## src/rtl/mtm_pkg.sv

```systemverilog
// Shared constants and types for the median-then-mode sample filter.
package mtm_pkg;

  localparam int DEF_WIN1        = 5;
  localparam int DEF_WIN2        = 8;
  localparam int DEF_SAMPLE_BITS = 12;

  // Sequencer states, one-hot
  typedef enum logic [3:0] {
    ST_IDLE = 4'b0001,
    ST_MED  = 4'b0010,
    ST_MODE = 4'b0100,
    ST_HOLD = 4'b1000
  } mtm_state_t;

endpackage

```

## src/rtl/median_then_mode_sample_filter.sv

```systemverilog
// Sliding median followed by sliding mode over a stream of converter samples.
// One item is in work at a time: the input stalls from its transfer until the
// result is loaded into the output register. A single comparator visits every
// window pair, first for each median candidate and then for each mode candidate.
// A stalled result holds the block. Synchronous reset zeroes both windows.
module median_then_mode_sample_filter
  import mtm_pkg::*;
#(
  parameter int WIN1        = DEF_WIN1,
  parameter int WIN2        = DEF_WIN2,
  parameter int SAMPLE_BITS = DEF_SAMPLE_BITS
) (
  input  logic                   clk,
  input  logic                   rst,
  input  logic [SAMPLE_BITS-1:0] sample,
  input  logic                   sample_valid,
  output logic                   sample_stall,
  output logic [SAMPLE_BITS-1:0] filtered,
  output logic                   filtered_valid,
  input  logic                   filtered_stall
);

  localparam int LMAX = (WIN1 > WIN2) ? WIN1 : WIN2;
  localparam int IW   = $clog2(LMAX);
  localparam int JW   = $clog2(LMAX + 1);
  localparam int CW1  = $clog2(WIN1 + 1);
  localparam int CW2  = $clog2(WIN2 + 1);
  localparam int K    = WIN1 / 2;

  mtm_state_t state;

  logic [SAMPLE_BITS-1:0] sw [WIN1];
  logic [SAMPLE_BITS-1:0] mw [WIN2];

  logic [IW-1:0]          i;
  logic [JW-1:0]          j;
  logic [SAMPLE_BITS-1:0] cand;
  logic [SAMPLE_BITS-1:0] med;
  logic [SAMPLE_BITS-1:0] best_val;
  logic [CW1-1:0]         lt_cnt;
  logic [CW1-1:0]         le_cnt;
  logic [CW2-1:0]         eq_cnt;
  logic [CW2-1:0]         best_cnt;

  logic [SAMPLE_BITS-1:0] cmp_a;
  logic [SAMPLE_BITS-1:0] cmp_b;
  logic                   cmp_lt;
  logic                   cmp_eq;
  logic                   in_xfer;
  logic                   out_free;
  logic                   med_hit;
  logic                   mode_upd;
  logic [SAMPLE_BITS-1:0] med_final;
  logic [SAMPLE_BITS-1:0] mode_final;

  assign sample_stall = (state != ST_IDLE);
  assign in_xfer      = sample_valid && !sample_stall;
  assign out_free     = !filtered_valid || !filtered_stall;

  // Shared comparator operand select
  always_comb begin
    cmp_a = sw[0];
    cmp_b = (j == '0) ? sw[0] : cand;
    if (state == ST_MODE) begin
      cmp_a = (j == JW'(WIN2)) ? best_val : mw[0];
      cmp_b = (j == '0) ? mw[0] : cand;
    end
  end

  assign cmp_lt = cmp_a < cmp_b;
  assign cmp_eq = cmp_a == cmp_b;

  // Candidate decisions at the end of each outer pass
  assign med_hit    = (lt_cnt <= CW1'(K)) && (le_cnt > CW1'(K));
  assign med_final  = med_hit ? cand : med;
  assign mode_upd   = (eq_cnt > best_cnt) ||
                      ((eq_cnt == best_cnt) && !cmp_lt && !cmp_eq);
  assign mode_final = mode_upd ? cand : best_val;

  // Sequencer and window storage
  always_ff @(posedge clk) begin
    if (rst) begin
      state          <= ST_IDLE;
      filtered_valid <= 1'b0;
      i              <= '0;
      j              <= '0;
      for (int k = 0; k < WIN1; k++) sw[k] <= '0;
      for (int k = 0; k < WIN2; k++) mw[k] <= '0;
    end else begin
      // Load a finished result, or drop it once it transfers
      if ((state == ST_HOLD) && out_free) begin
        filtered_valid <= 1'b1;
      end else if (filtered_valid && !filtered_stall) begin
        filtered_valid <= 1'b0;
      end

      unique case (state)
        ST_IDLE: begin
          if (in_xfer) begin
            for (int k = 0; k < WIN1 - 1; k++) sw[k] <= sw[k+1];
            sw[WIN1-1] <= sample;
            i          <= '0;
            j          <= '0;
            state      <= ST_MED;
          end
        end

        ST_MED: begin
          // Rotate the sample window past the comparator every cycle
          for (int k = 0; k < WIN1 - 1; k++) sw[k] <= sw[k+1];
          sw[WIN1-1] <= sw[0];
          if (j == '0) begin
            cand   <= sw[0];
            lt_cnt <= CW1'(cmp_lt);
            le_cnt <= CW1'(cmp_lt || cmp_eq);
            j      <= j + 1'b1;
          end else if (j != JW'(WIN1)) begin
            lt_cnt <= lt_cnt + CW1'(cmp_lt);
            le_cnt <= le_cnt + CW1'(cmp_lt || cmp_eq);
            j      <= j + 1'b1;
          end else begin
            med <= med_final;
            j   <= '0;
            if (i == IW'(WIN1 - 1)) begin
              // Push the median into the mode window
              for (int k = 0; k < WIN2 - 1; k++) mw[k] <= mw[k+1];
              mw[WIN2-1] <= med_final;
              best_cnt   <= '0;
              best_val   <= '0;
              i          <= '0;
              state      <= ST_MODE;
            end else begin
              i <= i + 1'b1;
            end
          end
        end

        ST_MODE: begin
          // Rotate the median window past the comparator every cycle
          for (int k = 0; k < WIN2 - 1; k++) mw[k] <= mw[k+1];
          mw[WIN2-1] <= mw[0];
          if (j == '0) begin
            cand   <= mw[0];
            eq_cnt <= CW2'(cmp_eq);
            j      <= j + 1'b1;
          end else if (j != JW'(WIN2)) begin
            eq_cnt <= eq_cnt + CW2'(cmp_eq);
            j      <= j + 1'b1;
          end else begin
            best_val <= mode_final;
            if (mode_upd) best_cnt <= eq_cnt;
            j <= '0;
            if (i == IW'(WIN2 - 1)) begin
              i     <= '0;
              state <= ST_HOLD;
            end else begin
              i <= i + 1'b1;
            end
          end
        end

        ST_HOLD: begin
          // Load the output register once it is free
          if (out_free) begin
            filtered <= best_val;
            state    <= ST_IDLE;
          end
        end

        default: state <= ST_IDLE;
      endcase
    end
  end

  // Checks on the sequencer
  a_accept_starts_median: assert property (@(posedge clk) disable iff (rst)
    in_xfer |=> state == ST_MED)
    else $error("input transfer did not start the median pass");

  a_hold_delivers: assert property (@(posedge clk) disable iff (rst)
    (state == ST_HOLD) && out_free |=> filtered_valid && (state == ST_IDLE))
    else $error("result not loaded when output register was free");

  a_med_bounds: assert property (@(posedge clk) disable iff (rst)
    state == ST_MED |-> (j <= JW'(WIN1)) && (i <= IW'(WIN1 - 1)))
    else $error("median counters out of range");

  a_mode_bounds: assert property (@(posedge clk) disable iff (rst)
    state == ST_MODE |-> (j <= JW'(WIN2)) && (i <= IW'(WIN2 - 1)))
    else $error("mode counters out of range");

endmodule

```

## config.mk

```make
export PLATFORM = sky130hd
export DESIGN_NAME = median_then_mode_sample_filter
export DESIGN_NICKNAME = d
export VERILOG_FILES = /design/src/rtl/mtm_pkg.sv /design/src/rtl/median_then_mode_sample_filter.sv
export SDC_FILE = /design/constraint.sdc
export NUM_CORES = 1
export LEC_CHECK = 0
export ABC_CLOCK_PERIOD_IN_PS = 6900
export BUFFER_PORTS_ARGS = -buffer_cell sky130_fd_sc_hd__buf_2
export CAP_MARGIN = 10
export CORE_MARGIN = 8
export CORE_UTILIZATION = 49
export CTS_CLUSTER_DIAMETER = 60
export DETAILED_ROUTE_END_ITERATION = 6
export PLACE_DENSITY_LB_ADDON = 0.12
export SETUP_SLACK_MARGIN = 0.05
export SLEW_MARGIN = 25
export SYNTH_ARGS = -nofsm -noshare
export SYNTH_HDL_FRONTEND = slang
export SYNTH_SLANG_ARGS = --single-unit
export TNS_END_PERCENT = 20
```

## constraint.sdc

```tcl
create_clock -name clk -period 6.9 [get_ports clk]
set_input_delay 1.035 -clock clk [delete_from_list [all_inputs] [get_ports clk]]
set_output_delay 1.035 -clock clk [all_outputs]
set_load 0.005 [all_outputs]
```

==> qor.csv, run 1 <==
metric;value;unit
synthMuxAreaShare;0.0278;
synthXorXnorAreaFrac;0.00442;
fin_total_pwr;3.82;mW
hp-class;reg -> reg;
dpl-instance-area;0.0104;mm^2
vias_per_cell;5.25;
grt_max_degree;61;
worst_slack;2.17;ns
insertion_delay;0.52;ns
grtUsageMet2;0.239;
final_cells;1037;
num_rows;52;
io_pins;30;
cts_resized;0;
core;0.0200;mm^2
end_kind;flip-flop;
maxSlewViolCount;0;
max_slew_margin;0.319;
synthAdderAreaFrac;0.0354;
place.gp.congestion;0.814;
dieWidth;158;um
synthTopCellsByCount;edfxtp_1, and2_1, nand2_1;
antenna_cells;0;
ir_drop;0.268;mV
setup_viol;0;
period_share;0.685;
grt_first_pass_wirelength;29.9;mm
clockRootBuffer;clkbuf_16;
ys_seq_area_frac;0.685;
period_needed;4.73;ns
cts_buffers;25;
wirelength;18.5;mm
fp.dieH;158;um
overflow;0;
synth-simple-area-share;0.161;
wl_per_cell;17.8;um
synth-main-ff-cell;edfxtp_1;
p_seq_frac;0.482;
cts.sinks;230;
fin_util;0.560;
required;7.13;ns
holdWs;0.481;ns
yosysMostFrequentCell;edfxtp_1;
drc;0;
p_per_area;340;mW/mm^2
fin_skew;0.0105;ns
dr_total_vias;5445;
htree_levels;1;
top_usage_layer;met2;
swShare;0.257;
final_nets;794;
p_sw;0.982;mW
dp.cells;993;
drv_cap;0;
rsz0062_at_grt;false;
synth_cell_types;54;
drt_iter0_markers;336;
syn_nets;763;
dr.pass1.iters;4;
tightestPinTransition;1.02;ns
synth_compound_gate_area_share;0.0598;
fin_area;0.0112;mm^2
finalHoldViolCount;0;
yosysTopAreaCell;edfxtp_1;
synth_top_area_frac;0.661;
synth_warnings;0;
synth_top_family_by_area;simple AND/OR/NAND/NOR gates;
postCtsSetupBuffers;0;
place_ws;2.17;ns
synth.cell_area;0.00990;mm^2
dp_hpwl;11.9;mm
leakagePower;4.23;nW
ys_ff_latch;230;
grt_pass1_vias;5387;
avgSynthCellArea;13.8;um^2
p_clk_frac;0.365;
path_class;reg -> reg;
initial_core_util;0.494;
fmax;212;MHz
critPathMaxFanout;18;
pwr-share-comb;0.154;
clockBufferDepth;3;
antenna_found_initial;0;
intPower;2.84;mW
crit_path_start_kind;flip-flop;
ys_top_cells_by_area;edfxtp_1, and2_1, ha_1, dfxtp_1, nand2_1;
grtUsageMet3;0.0254;
area_growth;13.3;%
die_area;0.0250;mm^2
syn-instance-count;719;
holdBufCountCts;0;
synth_edf_count;218;
critPathArrivalTime;4.95;ns
cts_tree;done;
setup_tns;0;ns
path_clk_slew;0.06;ns
grtUsageTotal;0.153;
ant_nets;0;
met1_usage;0.216;
outcome;complete, no violations;
io_buffers;29;
ys_async_sr_fraction;0;
drive_above_1_share;0.133;
-- kinds of logic (layout without fill, tap and decap cells) --
| kind of cell | after synthesis | after routing |
|---|---|---|
| and+or+nand+nor | 281 | 281 |
| muxes | 26 | 26 |
| buffers and inverters | 60 | 108 |
| xor gates and xnor gates | 5 | 5 |
| DFF | 230 | 230 |
| AOI/OAI and AO/OA | 89 | 89 |
| adders and majority gates | 28 | 28 |
-- layout make-up --
cell class / instances / area (um^2)
Clock buffer: 28 / 637
Clock inverter: 16 / 214
Fill cell: 1674 / 8820
Inverter: 25 / 93.8
Multi-Input combinational cell: 429 / 2910
Sequential cell: 230 / 6790
Tap cell: 270 / 338
Timing Repair Buffer: 39 / 244
-- per-layer routing --
layer	routed length, um	vias up
met5	0	-
met1	9030	2692
met2	8350	84
met3	635	33
li1	-	2636
met4	430	0
-- power by group through the flow --
stage                     clock [mW]  sequential (mW)  combinational [mW]
after floorplan                    0             1.82               0.465
after global placement             0             1.86               0.571
after detailed placement           0             1.87               0.592
after CTS                       1.42             1.84               0.595
after global routing            1.47             1.86               0.666
final                           1.39             1.84               0.587
-- worst paths after layout --
| check | endpoint | start | slack, ns | depth (start not counted) |
|---|---|---|---|---|
| min | filtered[1] | best_val[1] | 0.48 | 0 |
| min reg2reg | filtered[1] | best_val[1] | 0.48 | 0 |
| max | best_cnt[2] | state[2] | 2.17 | 12 |
| max reg2reg | best_cnt[2] | state[2] | 2.17 | 12 |
-- flip-flops by register name, indices dropped and copies added (netlist names), 4 cells and up --
register  flops
mw           96
sw           60
best_val     12
cand         12
filtered     12
med          12
best_cnt      4
eq_cnt        4
j             4
state         4
-- critical path: stages (launching register included) --
cell and delay [ns]:
dfxtp_1 0.48, nor4b_4 0.82, nand2_1 0.20, and2_1 0.19
a21o_1 0.19, ha_1 0.30, nand4_1 0.15, or3_1 0.44
a21o_1 0.18, a31oi_1 0.25, o221ai_1 0.24, a2111oi_4 0.74
buf_6 0.24
-- layout by cell type, fill, tap and decap left out, types with 2 or more instances in the layout --
master and instances:
a211o_1 2, a211oi_1 2, a21o_1 12, a21oi_1 22, a22o_1 12, a31oi_1 3, and2_1 149, buf_2 29
buf_4 8, bufinv_16 5, clkbuf_1 3, clkbuf_16 25, clkinv_1 5, clkinv_2 2, clkinvlp_4 2, dfxtp_1 12
edfxtp_1 218, ha_1 28, inv_1 25, mux2_2 12, mux2i_1 14, nand2_1 47, nand3_1 5, nand3b_1 4
nand4_1 3, nor2_1 35, nor2b_1 14, nor3_1 6, nor3b_4 2, o21a_1 2, o21ai_0 21, o22ai_1 2
or3_1 3, xnor2_1 4
Note: power is estimated with default switching activity, not from simulation.
==> run 2: changes to the inputs <==
--- a/config.mk
+++ b/config.mk
@@ -5,7 +5,8 @@
 export SDC_FILE = /design/constraint.sdc
 export NUM_CORES = 1
 export LEC_CHECK = 0
-export ABC_CLOCK_PERIOD_IN_PS = 6900
+export ABC_AREA = 1
+export ABC_CLOCK_PERIOD_IN_PS = 3850
 export BUFFER_PORTS_ARGS = -buffer_cell sky130_fd_sc_hd__buf_2
 export CAP_MARGIN = 10
 export CORE_MARGIN = 8
==> constraint.sdc (replaced) <==
create_clock -name clk -period 3.85 [get_ports clk]
set_input_delay 0.5775 -clock clk [delete_from_list [all_inputs] [get_ports clk]]
set_output_delay 0.5775 -clock clk [all_outputs]
set_load 0.005 [all_outputs]
==> qor.csv, run 2 <==
metric;value;unit
grt_first_pass_wirelength;31.8;mm
dieWidth;162;um
die_area;0.0261;mm^2
p_per_area;608;mW/mm^2
top_usage_layer;met2;
ys_seq_area_frac;0.653;
cts_buffers;26;
io_buffers;29;
max_slew_margin;0.358;
fp.dieH;162;um
leakagePower;5.00;nW
synth-main-ff-cell;edfxtp_1;
met1_usage;0.213;
critPathArrivalTime;3.51;ns
postCtsSetupBuffers;0;
grt_max_degree;73;
critPathMaxFanout;14;
yosysMostFrequentCell;inv_1;
antenna_found_initial;0;
grt_pass1_vias;6082;
required;4.12;ns
largestRegisters;mw: 96 flops, sw: 60 flops;
synth_cell_types;40;
clockBufferDepth;3;
tightestPinTransition;0.963;ns
maxSlewViolCount;0;
nFillCells;1851;
synth_warnings;0;
synthTopCellsByCount;inv_1, edfxtp_1, nor2_1;
initial_core_util;0.497;
path_clk_slew;0.06;ns
drc;0;
ff2ff_setup_slack;0.61;ns
htree_levels;1;
place.gp.congestion;0.805;
fin_skew;0.0126;ns
hp-class;in -> reg;
crit_path_start_kind;flip-flop;
fin_area;0.0116;mm^2
critPathLaunch;j[0];
avgSynthCellArea;10.6;um^2
path_class;reg -> reg;
io_pins;30;
reg2reg_from;j[0];
insertion_delay;0.52;ns
cts_resized;0;
drt_iter0_markers;426;
synth_top_area_frac;0.630;
dp_hpwl;12.6;mm
wl_per_cell;14.8;um
grtUsageMet2;0.241;
dr.pass1.iters;5;
layout_commonest_cell;inv_1;
setup_viol;0;
end_kind;flip-flop;
ir_drop;0.331;mV
yosysTopAreaCell;edfxtp_1;
cts_tree;done;
holdBufCountCts;0;
ys_async_sr_fraction;0;
ant_nets;0;
synth.cell_area;0.0104;mm^2
hp-start;sample[2];
period_needed;3.24;ns
syn-instance-count;983;
fmax;308;MHz
layout_common_cells;inv_1, edfxtp_1, nor2_1;
drv_cap;0;
holdWs;0.353;ns
period_share;0.842;
outcome;complete, no violations;
dpl-instance-area;0.0108;mm^2
ys_top_cells_by_area;edfxtp_1, inv_1, nor2_1, nand2_1, ha_1;
largest_reg_flops;96;
final_nets;1062;
synth_edf_count;218;
syn_nets;1027;
area_growth;11.3;%
setup_tns;0;ns
clockRootBuffer;clkbuf_16;
core;0.0209;mm^2
ys_ff_latch;230;
wirelength;19.4;mm
antenna_cells;0;
finalHoldViolCount;0;
rsz0062_at_grt;false;
vias_per_cell;4.76;
cts.sinks;230;
grtUsageTotal;0.152;
num_rows;53;
grtUsageMet3;0.0262;
overflow;0;
drive_above_1_share;0.154;
top_register;mw;
fin_util;0.553;
dr_total_vias;6252;
-- run 2: changes by cell type in the layout (fill, tap and decap cells not counted), sizes merged, moves of 9 or more --
cell and change:
nand2 +51, a22o -12, mux2 -12, a31o +11, and2 -149, nor2b -15
a211oi +9, or2 +10, a21o -12, inv +210, mux2i -14, nor2 +176
nand3 +31
-- run 2: area by class of cell --
class / count / area (um^2) / share of cell area
timing repair buffer: 43 / 250 / 0.0216
tap: 275 / 344 / 0.0298
clock buffer: 33 / 698 / 0.0604
sequential: 230 / 6790 / 0.587
clock inverter: 15 / 92.6 / 0.00801
multi-input combinational: 480 / 2490 / 0.216
inverter: 237 / 892 / 0.0772
-- run 2: worst paths after layout --
path                            cells past startpoint     endpoint
worst max-delay path                               21    le_cnt[2]
worst min-delay path                                3    sw[0][50]
worst max register to register                     21    le_cnt[2]
worst min register to register                      0  filtered[4]
-- run 2: power by group --
group / internal [mW] / total (mW) / switching [mW]
logic: 0.476 / 1.37 / 0.891
clock network: 1.34 / 2.30 / 0.960
registers: 3.21 / 3.36 / 0.151
total: 5.03 / 7.03 / 2.00
-- run 2: critical path: stages, from the launching register on --
cell	delay, ns
dfxtp_1	0.38
inv_1	0.09
ha_1	0.20
inv_1	0.11
nor2_1	0.05
nand2_1	0.08
inv_1	0.20
nand2_1	0.16
a31o_2	0.16
inv_1	0.04
ha_1	0.26
nand2_1	0.07
inv_1	0.06
nand2_1	0.07
nor2_1	0.14
nand2_1	0.07
nand3_1	0.14
nand2_1	0.11
ha_1	0.20
ha_1	0.19
xnor2_1	0.14
nor2_1	0.05
-- run 2: routing by layer --
layer,share of wire,vias to the layer above
met3,0.045,35
met4,0.019,0
met2,0.45,119
met5,0,-
met1,0.49,2915
li1,-,3183
-- run 2: kinds of logic (layout without fill, tap and decap cells) --
kind of cell	Yosys count	after routing	synth area share
simple gates	372	372	0.157
buf+inv	273	328	0.107
fa+ha+maj	28	28	0.0337
xor+xnor	4	4	0.00337
compound gates	76	76	0.0458
flops	230	230	0.653
-- run 2: per-stage QoR --
| step | setup slack, ns | power (mW) | std cells |
|---|---|---|---|
| detailed placement | 0.601 | 4.78 | 1265 |
| CTS | 0.605 | 7.10 | 1313 |
| finish | 0.608 | 7.03 | 1313 |
| global placement | 0.726 | 4.75 | 1265 |
| floorplan | 0.401 | 4.44 | 983 |
| global route | 0.342 | 7.45 | 1313 |
